### src/sv/lkm_pkg.sv
package lkm_pkg;

  localparam int MAX_KEY   = 16;
  localparam int LINE_BITS = 24;
  localparam int KEY_LEN_W = 5;
  localparam int CFG_W     = 64;
  localparam int BYTE_W    = 8;
  localparam int OUT_LINE_W = 24;

  localparam logic [BYTE_W-1:0]    NEWLINE_BYTE = 8'd10;
  localparam logic [LINE_BITS-1:0] LINE_MAX     = {LINE_BITS{1'b1}};
  localparam logic [LINE_BITS-1:0] LINE_FIRST   = LINE_BITS'(1);

  typedef enum logic [1:0] {
    REG_KEY_LO  = 2'd0,
    REG_KEY_HI  = 2'd1,
    REG_KEY_LEN = 2'd2
  } cfg_reg_t;

  typedef enum logic {
    OP_BYTE = 1'b0,
    OP_END  = 1'b1
  } op_t;

  typedef struct packed {
    logic shift;
    logic clear;
  } cell_ctl_t;

endpackage

### src/sv/lkm_if.sv
interface lkm_req_if;
  logic                       valid;
  logic                       ready;
  logic                       op;
  logic [lkm_pkg::BYTE_W-1:0] text_byte;

  modport source (output valid, output op, output text_byte, input ready);
  modport sink (input valid, input op, input text_byte, output ready);
endinterface

interface lkm_res_if;
  logic                           valid;
  logic                           ready;
  logic [lkm_pkg::OUT_LINE_W-1:0] line_no;
  logic                           matched;
  logic                           text_done;

  modport source (output valid, output line_no, output matched, output text_done,
                  input ready);
  modport sink (input valid, input line_no, input matched, input text_done,
                output ready);
endinterface

### src/sv/lkm_cell.sv
module lkm_cell (
  input  logic                       clk,
  input  logic                       rst_n,
  input  lkm_pkg::cell_ctl_t         ctl,
  input  logic [lkm_pkg::BYTE_W-1:0] key_byte,
  input  logic [lkm_pkg::BYTE_W-1:0] text_byte,
  input  logic                       enabled,
  input  logic                       prev_bit,
  output logic                       bit_q,
  output logic                       cand
);
  import lkm_pkg::*;

  logic bit_r;
  logic bit_nxt;

  assign cand = prev_bit & enabled & (key_byte == text_byte);

  always_comb begin
    bit_nxt = bit_r;
    if (ctl.clear) begin
      bit_nxt = 1'b0;
    end else if (ctl.shift) begin
      bit_nxt = cand;
    end
  end

  always_ff @(posedge clk) begin
    if (!rst_n) begin
      bit_r <= 1'b0;
    end else begin
      bit_r <= bit_nxt;
    end
  end

  assign bit_q = bit_r;

endmodule

### src/sv/line_keyword_match_reporter_top.sv
// channel   dir  fields                              handshake
// in_ch     in   op, text_byte                       valid/ready
// out_ch    out  line_no, matched, text_done         valid/ready
// cfg       in   cfg_index, cfg_wdata                cfg_we, no stall
//
// one request per cycle while out_ch does not stall; a result, when one is due, appears the cycle after its request
// the cell row is registered, one compare per keyword byte
// a single output register: a new request is taken while out_ch is empty or drained
// stall on out_ch blocks in_ch through in_ch.ready
// synchronous reset returns the line counter to one and clears the row
module line_keyword_match_reporter_top (
  input  logic                          clk,
  input  logic                          rst_n,
  lkm_req_if.sink                       in_ch,
  lkm_res_if.source                     out_ch,
  input  logic                          cfg_we,
  input  logic [1:0]                    cfg_index,
  input  logic [lkm_pkg::CFG_W-1:0]     cfg_wdata
);
  import lkm_pkg::*;

  logic [CFG_W-1:0]     key_lo_r;
  logic [CFG_W-1:0]     key_hi_r;
  logic [KEY_LEN_W-1:0] key_len_r;
  logic [KEY_LEN_W-1:0] len_eff;
  logic [2*CFG_W-1:0]   key_all;

  logic [LINE_BITS-1:0] line_cnt_r;
  logic                 line_hit_r;
  logic                 line_nonempty_r;

  logic                 out_valid_r;
  logic [OUT_LINE_W-1:0] out_line_r;
  logic                 out_matched_r;
  logic                 out_done_r;

  logic                 in_acc;
  logic                 is_end;
  logic                 is_nl;
  logic                 len_zero;
  cell_ctl_t            ctl;
  logic [MAX_KEY-1:0]   vec_q;
  logic [MAX_KEY-1:0]   cand;
  logic [MAX_KEY-1:0]   last_sel;
  logic [MAX_KEY:0]     chain;
  logic                 hit_now;
  logic                 emit;
  logic                 emit_match;

  always_ff @(posedge clk) begin
    if (!rst_n) begin
      key_lo_r  <= '0;
      key_hi_r  <= '0;
      key_len_r <= '0;
    end else if (cfg_we) begin
      case (cfg_reg_t'(cfg_index))
        REG_KEY_LO:  key_lo_r  <= cfg_wdata;
        REG_KEY_HI:  key_hi_r  <= cfg_wdata;
        REG_KEY_LEN: key_len_r <= cfg_wdata[KEY_LEN_W-1:0];
        default: ;
      endcase
    end
  end

  assign len_eff  = (key_len_r > KEY_LEN_W'(MAX_KEY)) ? KEY_LEN_W'(MAX_KEY) : key_len_r;
  assign len_zero = (len_eff == '0);
  assign key_all  = {key_hi_r, key_lo_r};

  assign in_ch.ready = !out_valid_r || out_ch.ready;
  assign in_acc      = in_ch.valid && in_ch.ready;
  assign is_end      = (op_t'(in_ch.op) == OP_END);
  assign is_nl       = (in_ch.text_byte == NEWLINE_BYTE);

  assign ctl.clear = in_acc && (is_end || is_nl);
  assign ctl.shift = in_acc && !is_end && !is_nl && !len_zero;

  assign chain[0] = 1'b1;

  for (genvar i = 0; i < MAX_KEY; i++) begin : g_cell
    assign last_sel[i] = (len_eff == KEY_LEN_W'(i + 1));
    assign chain[i+1]  = vec_q[i];

    lkm_cell u_cell (
      .clk       (clk),
      .rst_n     (rst_n),
      .ctl       (ctl),
      .key_byte  (key_all[BYTE_W*i +: BYTE_W]),
      .text_byte (in_ch.text_byte),
      .enabled   (KEY_LEN_W'(i) < len_eff),
      .prev_bit  (chain[i]),
      .bit_q     (vec_q[i]),
      .cand      (cand[i])
    );
  end

  assign hit_now = |(cand & last_sel);

  always_comb begin
    emit       = 1'b0;
    emit_match = 1'b0;
    if (is_end) begin
      emit       = 1'b1;
      emit_match = line_nonempty_r && (len_zero || line_hit_r);
    end else if (is_nl) begin
      emit       = len_zero || line_hit_r;
      emit_match = 1'b1;
    end
  end

  always_ff @(posedge clk) begin
    if (!rst_n) begin
      line_cnt_r      <= LINE_FIRST;
      line_hit_r      <= 1'b0;
      line_nonempty_r <= 1'b0;
    end else if (in_acc) begin
      if (is_end) begin
        line_cnt_r      <= LINE_FIRST;
        line_hit_r      <= 1'b0;
        line_nonempty_r <= 1'b0;
      end else if (is_nl) begin
        if (line_cnt_r != LINE_MAX) begin
          line_cnt_r <= line_cnt_r + LINE_FIRST;
        end
        line_hit_r      <= 1'b0;
        line_nonempty_r <= 1'b0;
      end else begin
        line_nonempty_r <= 1'b1;
        if (ctl.shift && hit_now) begin
          line_hit_r <= 1'b1;
        end
      end
    end
  end

  always_ff @(posedge clk) begin
    if (!rst_n) begin
      out_valid_r <= 1'b0;
    end else if (in_ch.ready) begin
      out_valid_r <= in_acc && emit;
    end
  end

  always_ff @(posedge clk) begin
    if (in_acc && emit) begin
      out_line_r    <= OUT_LINE_W'(line_cnt_r);
      out_matched_r <= emit_match;
      out_done_r    <= is_end;
    end
  end

  assign out_ch.valid     = out_valid_r;
  assign out_ch.line_no   = out_line_r;
  assign out_ch.matched   = out_matched_r;
  assign out_ch.text_done = out_done_r;

  a_end_reports: assert property (@(posedge clk) disable iff (!rst_n)
    (in_acc && is_end) |=> (out_ch.valid && out_ch.text_done))
    else $error("end of text gave no result");

  a_end_restarts: assert property (@(posedge clk) disable iff (!rst_n)
    (in_acc && is_end) |=> (line_cnt_r == LINE_FIRST && !line_nonempty_r))
    else $error("line state not restarted after end of text");

  a_nl_matched: assert property (@(posedge clk) disable iff (!rst_n)
    (out_ch.valid && !out_ch.text_done) |-> out_ch.matched)
    else $error("line result without match");

  a_hit_nonempty: assert property (@(posedge clk) disable iff (!rst_n)
    line_hit_r |-> line_nonempty_r)
    else $error("match flagged on empty line");

endmodule

### src/flat_wrapper.sv
// flat-port wrapper written by rule: the top's interface ports become plain ports
module line_keyword_match_reporter_top_flat import lkm_pkg::*;
  (clk, rst_n, cfg_we, cfg_index, cfg_wdata, in_ch_valid, in_ch_op, in_ch_text_byte, in_ch_ready, out_ch_valid, out_ch_line_no, out_ch_matched, out_ch_text_done, out_ch_ready);
  lkm_req_if in_ch_i ();
  lkm_res_if out_ch_i ();
  input  logic clk;
  input  logic rst_n;
  input  logic cfg_we;
  input  logic [1:0] cfg_index;
  input  logic [lkm_pkg::CFG_W-1:0] cfg_wdata;
  input wire logic [$bits(in_ch_i.valid)-1:0] in_ch_valid;
  input wire logic [$bits(in_ch_i.op)-1:0] in_ch_op;
  input wire logic [$bits(in_ch_i.text_byte)-1:0] in_ch_text_byte;
  output wire logic [$bits(in_ch_i.ready)-1:0] in_ch_ready;
  output wire logic [$bits(out_ch_i.valid)-1:0] out_ch_valid;
  output wire logic [$bits(out_ch_i.line_no)-1:0] out_ch_line_no;
  output wire logic [$bits(out_ch_i.matched)-1:0] out_ch_matched;
  output wire logic [$bits(out_ch_i.text_done)-1:0] out_ch_text_done;
  input wire logic [$bits(out_ch_i.ready)-1:0] out_ch_ready;
  assign in_ch_i.valid = in_ch_valid;
  assign in_ch_i.op = in_ch_op;
  assign in_ch_i.text_byte = in_ch_text_byte;
  assign in_ch_ready = in_ch_i.ready;
  assign out_ch_valid = out_ch_i.valid;
  assign out_ch_line_no = out_ch_i.line_no;
  assign out_ch_matched = out_ch_i.matched;
  assign out_ch_text_done = out_ch_i.text_done;
  assign out_ch_i.ready = out_ch_ready;
  line_keyword_match_reporter_top u_core (.clk(clk), .rst_n(rst_n), .in_ch(in_ch_i), .out_ch(out_ch_i), .cfg_we(cfg_we), .cfg_index(cfg_index), .cfg_wdata(cfg_wdata));
endmodule
### config.mk
export PLATFORM = sky130hd
export DESIGN_NAME = line_keyword_match_reporter_top_flat
export DESIGN_NICKNAME = d
export VERILOG_FILES = /design/src/sv/lkm_pkg.sv /design/src/sv/lkm_if.sv /design/src/sv/lkm_cell.sv /design/src/sv/line_keyword_match_reporter_top.sv /design/src/flat_wrapper.sv
export SDC_FILE = /design/constraint.sdc
export NUM_CORES = 1
export LEC_CHECK = 0
export BUFFER_PORTS_ARGS = -buffer_cell sky130_fd_sc_hd__buf_2
export CORE_ASPECT_RATIO = 0.75
export CORE_MARGIN = 5
export CORE_UTILIZATION = 40
export CTS_BUF_LIST = sky130_fd_sc_hd__clkbuf_8
export DETAILED_ROUTE_END_ITERATION = 16
export PLACE_DENSITY_LB_ADDON = 0.12
export RECOVER_POWER = 25
export SYNTH_ARGS = -nofsm -noshare
export SYNTH_HDL_FRONTEND = slang
export SYNTH_HIERARCHICAL = 1
export SYNTH_SLANG_ARGS = --single-unit
### constraint.sdc
create_clock -name clk -period 3.3 [get_ports clk]
set_clock_uncertainty 0.05 [all_clocks]
set_input_delay 0.33 -clock clk [delete_from_list [all_inputs] [get_ports clk]]
set_output_delay 0.33 -clock clk [all_outputs]
set_load 0.05 [all_outputs]
==> metrics.md, run 1 <==
| Metric | Value |
|---|---|
| Post-CTS Setup Bufs | 0 |
| Drt pass-1 iters | 5 |
| Clock root buffer | clkbuf_8 |
| Crit. Startpoint | u_core/key_len_r[4] |
| FMAX | ~0.39 GHz |
| Cell Pwr Density | 482.4 nW/um^2 |
| Layout cells sized above 1 | 0.1779 |
| IO buf count | about 110 |
| Crit. End Element | flip-flop |
| Initial DRC Count | 576 |
| Post-synthesis instance total | between 1,000 and 1,500 |
| Worst reg2reg path depth | 9 |
| Vias in the first global route | roughly 7,600 |
| Clk_lat worst skew | ~530 ps |
| Data required time of the critical path | 3640 ps |
| CTS resizes | 0 |
| Most frequent cells in the layout | 297 x nand2_1, 175 x dfxtp_1, 143 x a21oi_1 |
| Final RePlAce weighted congestion | between 0.8 and 0.9 |
| Diode count | 0 |
| P_leak | ~4.2 nW |
| Critical-path top delay cell | mux4_2 |
| Fin nets | ~1,300 |
| Via count | roughly 7,900 |
| Worst vdd ir | approximately 300 uV |
| TritonCTS Buffers | 36 |
| Most common cell after layout, fill and taps aside | nand2_1 |
| Setup slack, reg-to-reg | 710 ps |
| Min cycle time layout | between 2000 and 3000 ps |
| Crit. path cell count | 9 |
| Crit-path max FO | 5 |
| Per-cell routed wire length | approximately 17 um |
| Worst-path clk slew | approximately 60 ps |
| YS warnings | 6 |
| Crit-path max cell delay | 440 ps |
| Worst slew pin tran | between 1500 and 2000 ps |
| Die H | 142.6 um |
| R2R Path Start | u_core/key_len_r[4] |
| MaxCap Viol Count | 2 |
| Hold WC Path Type | input pin to flip-flop |
| HPWL after detailed placement | about 16 mm |
| CTS sink count | roughly 200 |
| Antenna-violating nets left | 0 |
| Largest net degree at the start of global routing | slightly above 70 |
| Last element of the critical path | u_core/line_hit_r |
| IO Count | ~110 |
| Total GRT Usage | 0.1919 |
| Failing checks | capacitance limit, slew limit |
| Syn avg cell area | slightly below 9 sq um |
| Synthesized area | approximately 9400 sq um |
| CP cell instances | nor2_1, inv_1, or3_1, nand2_1, nor4_2, mux4_2, a32o_1, a2111oi_0, o22ai_1 |
| CTS tree | done |
| Fin Hold WS | between 30 and 40 ps |
| Die area | 26,640 sq um |
| Site Rows | 48 |
| Setup Crit Path Kind | flip-flop to flip-flop |
| Synthesis-to-layout area growth | 22.01% |
| Rel. slew slack | -0.02910 |
| Non-filler cells, final | 1,559 |
| Type of origin of the critical path | flip-flop |
| Chip width | 186.8 um |
| Placed cells | approximately 1,400 |
| Starting Density | 0.4066 |
| RSZ-0062 raised after global routing | false |
| Tot Pwr | between 0.005 and 0.006 W |
| Clock Tree Buf Depth | 3 |
| Core Util, Final | 0.4961 |
| WP data arrival | between 2000 and 3000 ps |
| Core Box Area | about 23,000 sq um |
| Ratio of final minimum period to clock period | 0.7854 |
| R2r endpoint | u_core/line_hit_r |
| Initial antenna violation count | 0 |
| Drt drc | 0 |
| Post-Route WL | ~26 mm |
| Setup Viol. Count Final | 0 |
| Largest delay share family, worst path | simple AND/OR/NAND/NOR gates |
| Total grt overflow | 0 |
| Status | finished with violations |
| Setup TNS | 0 ps |
| H-tree Lvls | 2 |
| Slew Limit Fails | between 70 and 80 |
| Net count after synthesis | between 1,000 and 1,500 |
| Hold Buf Count CTS | about 50 |
| First-pass GRT wire length | ~42 mm |
| Number of vias per cell | just over 5 |
| Final Hold Viols | 0 |
| CP bufs+invs | 1 |
[cell type report]
| class | count | area [sq um] |
|---|---|---|
| clock buffer | 43 | 591.8 |
| timing repair buffer | 175 | 1179 |
| multi-input combinational | 798 | 4815 |
| clock inverter | 21 | 116.4 |
| fill | 2262 | 11620 |
| tap | 300 | 375.4 |
| inverter | 21 | 81.33 |
| sequential | 201 | 4284 |
[worst min-delay path by stage]
stage,from,end,slack [ps],depth (start not counted)
after floorplan,in_ch_op,u_core/out_ch.text_done,380,0
after global placement,u_core/key_hi_r[34],u_core/key_hi_r[34],400,2
after detailed placement,u_core/key_hi_r[3],u_core/key_hi_r[3],410,2
after CTS,cfg_wdata[1],u_core/key_hi_r[1],1,3
after global routing,cfg_wdata[49],u_core/key_hi_r[49],10,3
final,cfg_wdata[1],u_core/key_hi_r[1],40,3
[per-stage QoR]
stage               area, sq um  setup slack, ps
finish                    11440            708.0
global route              11440            570.7
CTS                       11450            704.2
detailed placement        10230            602.7
global placement          10230            653.6
floorplan                  9383            22.66
[tightest hold or removal path, stage by stage]
cell,delay (ps)
buf_2,120
nand2_1,50
a21oi_1,50
[state kept, by name, indices dropped and copies added, names as in the netlist]
register,cells
u_core/key_lo_r,64
u_core/out_ch.matched,1
u_core/out_ch.valid,1
u_core/key_hi_r,64
u_core/out_ch.line_no,24
u_core/line_cnt_r,24
u_core/g_cell.u_cell/bit_q,15
u_core/key_len_r,5
u_core/line_hit_r,1
u_core/out_ch.text_done,1
u_core/line_nonempty_r,1
[report_power, final]
group | leakage, nW | internal (W) | total, W | switching [W]
Combinational | 2.11 | 0.000244 | 0.000629 | 0.000385
Sequential | 1.66 | 0.00255 | 0.00260 | 0.0000509
Clock | 0.404 | 0.00126 | 0.00229 | 0.00103
[metal layers]
layer	GRT usage	vias up	part of all wire
li1	-	4011	-
met1	0.2880	3731	0.52
met2	0.2831	156	0.41
met3	0.03703	40	0.048
met4	0.05018	0	0.017
met5	0	-	0
(Power assumes the default switching activity.)
==> run 2: changes to the inputs <==
- clock period: 3.3 -> 2.4 ns (I/O delays scaled with it)
==> metrics.md, run 2 (same netlist as run 1, synthesis figures left out) <==
| Metric | Value |
|---|---|
| Initial antenna violation count | 0 |
| Setup WS post-layout | around 140 ps |
| Type of origin of the critical path | flip-flop |
| Clock Tree Buf Depth | 3 |
| Setup slack, reg-to-reg | 140 ps |
| Largest net degree at the start of global routing | 136 |
| CP cell instances | nor2_2, inv_1, or3_1, nand2_1, nor4_2, mux4_2, a32o_1, a2111oi_2, o22ai_1 |
| Vias in the first global route | 8,002 |
| Most common cell after layout, fill and taps aside | nand2_1 |
| Gate power share | 0.126 |
| Ratio of final minimum period to clock period | 0.9432 |
| Crit-path max FO | 4 |
| Final Hold Viols | 0 |
| Post-CTS Setup Bufs | 0 |
| Slew Limit Fails | 65 |
| IO Count | between 100 and 150 |
| Worst reg2reg path depth | 9 |
| Antenna-violating nets left | 0 |
| Drt drc | 0 |
| Initial DRC Count | 530 |
| Top flop regs | u_core/key_hi_r x64, u_core/key_lo_r x64 |
| HPWL after detailed placement | between 15 and 20 mm |
| MaxCap Viol Count | 1 |
| Number of vias per cell | between 5 and 6 |
| Synthesis-to-layout area growth | 27.63% |
| Diode count | 0 |
| CP bufs+invs | 1 |
| Layout fillers | 2,219 |
| Largest delay share family, worst path | compound AO/OA/AOI/OAI gates |
| Worst hold path depth | 3 |
| IO buf count | between 100 and 150 |
| Data required time of the critical path | roughly 2700 ps |
| Die H | ~140 um |
| Worst-path clk slew | about 60 ps |
| Total grt overflow | 0 |
| Fin Hold WS | 33.61 ps |
| Per-cell routed wire length | approximately 17 um |
| Crit-path max cell delay | approximately 450 ps |
| WP data arrival | about 2600 ps |
| P_int | ~0.0056 W |
| H-tree Lvls | 2 |
| FMAX | between 0.4 and 0.5 GHz |
| Worst vdd ir | between 300 and 400 uV |
| Fin nets | around 1,400 |
| R2R Path Start | u_core/key_len_r[4] |
| Min cycle time layout | around 2300 ps |
| Crit. Startpoint | u_core/key_len_r[4] |
| First-pass GRT wire length | ~44 mm |
| Rel. slew slack | -0.07752 |
| Sequential share of power | 0.470 |
| Hold EP | u_core/out_ch.valid |
| RSZ-0062 raised after global routing | false |
| Crit. End Element | flip-flop |
| Hold wc startpoint | out_ch_ready |
| Die area | 26,640 sq um |
| Most frequent cells in the layout | 297 x nand2_1, 175 x dfxtp_1, 143 x a21oi_1 |
| Setup Viol. Count Final | 0 |
| CTS sink count | roughly 200 |
| Worst slew pin tran | about 1600 ps |
| Layout cells sized above 1 | 0.1978 |
| TritonCTS Buffers | 34 |
| P_leak | ~4.4 nW |
| Site Rows | between 40 and 50 |
| Setup TNS | 0 ps |
| Critical-path top delay cell | mux4_2 |
| Final RePlAce weighted congestion | 0.8335 |
| Clk_lat worst skew | roughly 500 ps |
| Clock Power Share | 0.405 |
| Starting Density | 0.4066 |
| CTS tree | done |
| Core Util, Final | 0.5190 |
| Failing checks | capacitance limit, slew limit |
| Drt pass-1 iters | 5 |
| Core Box Area | 23,060 sq um |
| R2r endpoint | u_core/line_hit_r |
| Sw Share | 0.2601 |
| Pre-CTS WS | -70.27 ps |
| Via count | around 8,200 |
| Chip width | 186.8 um |
| Post-Route WL | 26.50 mm |
| Clock root buffer | clkbuf_8 |
| Setup Crit Path Kind | flip-flop to flip-flop |
| Status | finished with violations |
| Total GRT Usage | 0.1993 |
| Psw | a little under 0.002 W |
| Cell Pwr Density | 635.3 nW/um^2 |
| Hold WC Path Type | input pin to flip-flop |
-- run 2: cell types whose count changed in the layout (fill, tap and decap cells not counted), sizes merged --
| cell | previous run | this run |
|---|---|---|
| inv | 33 | 32 |
| buf | 120 | 152 |
| clkinv | 6 | 2 |
| dlygate4sd3 | 51 | 65 |
| clkbuf | 47 | 46 |
-- run 2: cell type report --
type                       instances  area [sq um]  area share
clock inverter                    16         95.09    0.007945
sequential                       201          4284      0.3579
inverter                          21         80.08    0.006690
tap                              300         375.4     0.03136
timing repair buffer             220          1704      0.1424
clock buffer                      43         591.8     0.04945
multi-input combinational        798          4838      0.4042
-- run 2: repair_timing --
item	in CTS	in global routing
endpoints found under the hold margin	133	0
gates resized for setup	1	2
setup endpoints to repair	1	1
hold buffers	65	0
gates cloned	0	0
pin swaps	0	0
-- run 2: worst max path at each step --
stage | slack, ps | endpoint | depth (start not counted)
floorplan | -20 | u_core/line_cnt_r[19] | 6
global placement | 50 | u_core/line_hit_r | 10
detailed placement | -70 | u_core/line_hit_r | 8
CTS | 50 | u_core/line_hit_r | 9
global route | 30 | u_core/line_hit_r | 9
finish | 140 | u_core/line_hit_r | 9
-- run 2: worst register-to-register path, delay by kind of cell (launching register included) --
kind,cells,cell delay [ps]
buffers and inverters,1,70
AO/OA/AOI/OAI,3,660
multiplexers,1,450
flip-flops,1,340
AND/OR/NAND/NOR,4,580
-- run 2: power by group through the flow --
stage | registers, W | logic, W | clock network [W]
after floorplan | 0.00370 | 0.000440 | 0
after global placement | 0.00364 | 0.000873 | 0
after detailed placement | 0.00364 | 0.000875 | 0
after CTS | 0.00357 | 0.000961 | 0.00318
after global routing | 0.00358 | 0.00104 | 0.00334
final | 0.00357 | 0.000956 | 0.00308
-- run 2: per-layer routing --
layer	vias up	part of all wire	track usage
met3	34	0.051	0.03433
met4	0	0.014	0.04823
met5	-	0	0
li1	4106	-	-
met1	3836	0.52	0.3017
met2	177	0.42	0.2959
-- run 2: metrics by stage --
stage	cell area (sq um)	power, W	instances
after floorplan	9402	0.004142	1076
after detailed placement	10640	0.004519	1475
after global placement	10640	0.004516	1475
final	11970	0.007603	1599
after CTS	11980	0.007710	1599
after global routing	11970	0.007960	1599
==> run 3: changes to the inputs <==
- CORE_MARGIN: 5 -> unset
- MAX_ROUTING_LAYER: unset -> met4
==> metrics.md, run 3 (same netlist as run 1, synthesis figures left out) <==
| Metric | Value |
|---|---|
| Status | finished with violations |
| Failing checks | capacitance limit, slew limit |
| Starting Density | 0.4077 |
| CP cell instances | nor2_2, inv_1, or3_1, nand2_1, nor4_2, mux4_2, a32o_1, a2111oi_4, o22ai_1 |
| Most frequent cells in the layout | 297 x nand2_1, 173 x dfxtp_1, 143 x a21oi_1 |
| Met3 WL | roughly 1.3 mm |
| Post-Route WL | between 20 and 30 mm |
| First-pass GRT wire length | roughly 42 mm |
| Initial antenna violation count | 0 |
| Chip width | roughly 180 um |
| Sequential share of power | 0.472 |
| Register area | ~4300 sq um |
| Worst slew pin tran | roughly 1600 ps |
| Post-CTS Setup Bufs | 0 |
| Setup Crit Path Kind | flip-flop to flip-flop |
| Diode count | 0 |
| Worst-path clk slew | ~70 ps |
| TritonCTS Buffers | 35 |
| Layout cells sized above 1 | 0.1982 |
| Setup WS post-layout | 128.6 ps |
| Ratio of final minimum period to clock period | 0.9464 |
| Clk_lat worst skew | ~520 ps |
| Crit-path max cell delay | ~450 ps |
| P_leak | ~4.5 nW |
| Core Util, Final | 0.5214 |
| H-tree Lvls | 2 |
| Psw | 0.002023 W |
| HPWL after detailed placement | 16.96 mm |
| Total grt overflow | 0 |
| Worst vdd ir | 362.2 uV |
| R2r endpoint | u_core/line_hit_r |
| Cell Pwr Density | roughly 630 nW/um^2 |
| Gate power share | 0.126 |
| Fin nets | between 1,000 and 1,500 |
| Data required time of the critical path | roughly 2700 ps |
| Min cycle time layout | between 2000 and 2500 ps |
| Final RePlAce weighted congestion | 0.8410 |
| Area taken by multi-input logic gates | a little under 5000 sq um |
| Worst reg2reg path depth | 9 |
| Drt pass-1 iters | 5 |
| Pre-CTS WS | -33.52 ps |
| Top flop regs | u_core/key_hi_r x64, u_core/key_lo_r x64 |
| R2R Path Start | u_core/key_len_r[4] |
| Metal2 WL | 10.64 mm |
| Vias in the first global route | just under 8,000 |
| Wire length on met1 | ~14 mm |
| Setup slack, reg-to-reg | about 130 ps |
| WP data arrival | between 2000 and 3000 ps |
| CTS sink count | 201 |
| Crit-path max FO | 5 |
| Antenna-violating nets left | 0 |
| Synthesis-to-layout area growth | 27.90% |
| Number of vias per cell | between 5 and 6 |
| Critical-path top delay cell | mux4_2 |
| Setup TNS | 0 ps |
| Most common cell after layout, fill and taps aside | nand2_1 |
| Final non-filler cell area | about 12,000 sq um |
| Worst hold path depth | 4 |
| IO buf count | about 110 |
| Top sig layer | met4 |
| Hold wc startpoint | in_ch_valid |
| Hold EP | u_core/line_cnt_r[0] |
| Final Hold Viols | 0 |
| Die area | 24,070 sq um |
| MaxCap Viol Count | 1 |
| Site Rows | 48 |
| Clock Tree Buf Depth | 3 |
| Crit. End Element | flip-flop |
| Largest net degree at the start of global routing | 65 |
| Placed cell areas | around 11,000 sq um |
| CTS tree | done |
| Via count | around 8,200 |
| Layout fillers | 2,180 |
| FMAX | between 0.4 and 0.5 GHz |
| Hold WC Path Type | input pin to flip-flop |
| Initial DRC Count | 555 |
| Sw Share | 0.2668 |
| Clock Power Share | 0.403 |
| Type of origin of the critical path | flip-flop |
| IO Count | 108 |
| Setup Viol. Count Final | 0 |
| Rel. slew slack | -0.05866 |
| Per-cell routed wire length | 16.43 um |
| Clock root buffer | clkbuf_8 |
| Core Box Area | around 23,000 sq um |
| Total GRT Usage | 0.2264 |
| Die H | between 100 and 150 um |
| P_int | around 0.0056 W |
| Slew Limit Fails | 65 |
| Drt drc | 0 |
## run 3: cell count changes in the layout (fill, tap and decap cells not counted), sizes merged
cell,previous run,this run
dlygate4sd3,65,66
clkbuf,46,50
inv,32,35
clkinvlp,2,1
buf,152,151
clkinv,2,4
a211o,1,2
bufinv,1,0
## run 3: layout make-up
cell class              count  share of cell area
multi-input cells         799              0.4052
inverters                  21            0.006572
clock buffers              44             0.05049
well taps                 300             0.03130
clock inverters            19            0.006572
flip-flops and latches    201              0.3574
repair buffers            223              0.1425
## run 3: worst max path at each step
stage | cells after the start | from | end | slack (ps)
after global routing | 9 | u_core/key_len_r[1] | u_core/line_hit_r | -20
after floorplan | 6 | u_core/out_ch.valid | u_core/line_cnt_r[19] | -20
after detailed placement | 8 | in_ch_text_byte[0] | u_core/line_hit_r | -30
after global placement | 8 | in_ch_text_byte[0] | u_core/line_hit_r | -60
after CTS | 9 | u_core/key_len_r[3] | u_core/line_hit_r | 8
final | 9 | u_core/key_len_r[4] | u_core/line_hit_r | 130
## run 3: per-stage QoR
stage | total power, W | hold WS (ps) | std cells
after floorplan | 0.004142 | 288.9 | 1076
after global placement | 0.004509 | 401.3 | 1477
after detailed placement | 0.004515 | 403.8 | 1477
after CTS | 0.007667 | 133.7 | 1606
after global routing | 0.007918 | 186.2 | 1607
final | 0.007580 | 191.9 | 1607
## run 3: power by group through the flow
stage	sequential, W	combinational (W)	clock, W
2_1_floorplan	0.00370	0.000440	0
3_3_place_gp	0.00365	0.000862	0
3_5_place_dp	0.00365	0.000867	0
4_1_cts	0.00358	0.000954	0.00314
5_1_grt	0.00358	0.00103	0.00330
6_report	0.00358	0.000952	0.00305
## run 3: layer usage
| metal | global-route usage | vias to the layer above |
|---|---|---|
| met5 | - | - |
| met4 | 0.05038 | 0 |
| met3 | 0.03491 | 31 |
| met2 | 0.3100 | 220 |
| met1 | 0.3438 | 3846 |
| li1 | - | 4125 |
## run 3: repair_timing
item,CTS,global route
setup endpoints to repair,1,2
pin swaps,0,1
hold endpoints to repair,135,0
gates resized for setup,1,5
cloned,0,1
hold buffers,66,0
## run 3: critical path: cells and delay by family (launching register included)
family | cells | cell delay (ps)
flops | 1 | 360
simple gates | 4 | 600
mux | 1 | 450
buf+inv | 1 | 70
compound gates | 3 | 610
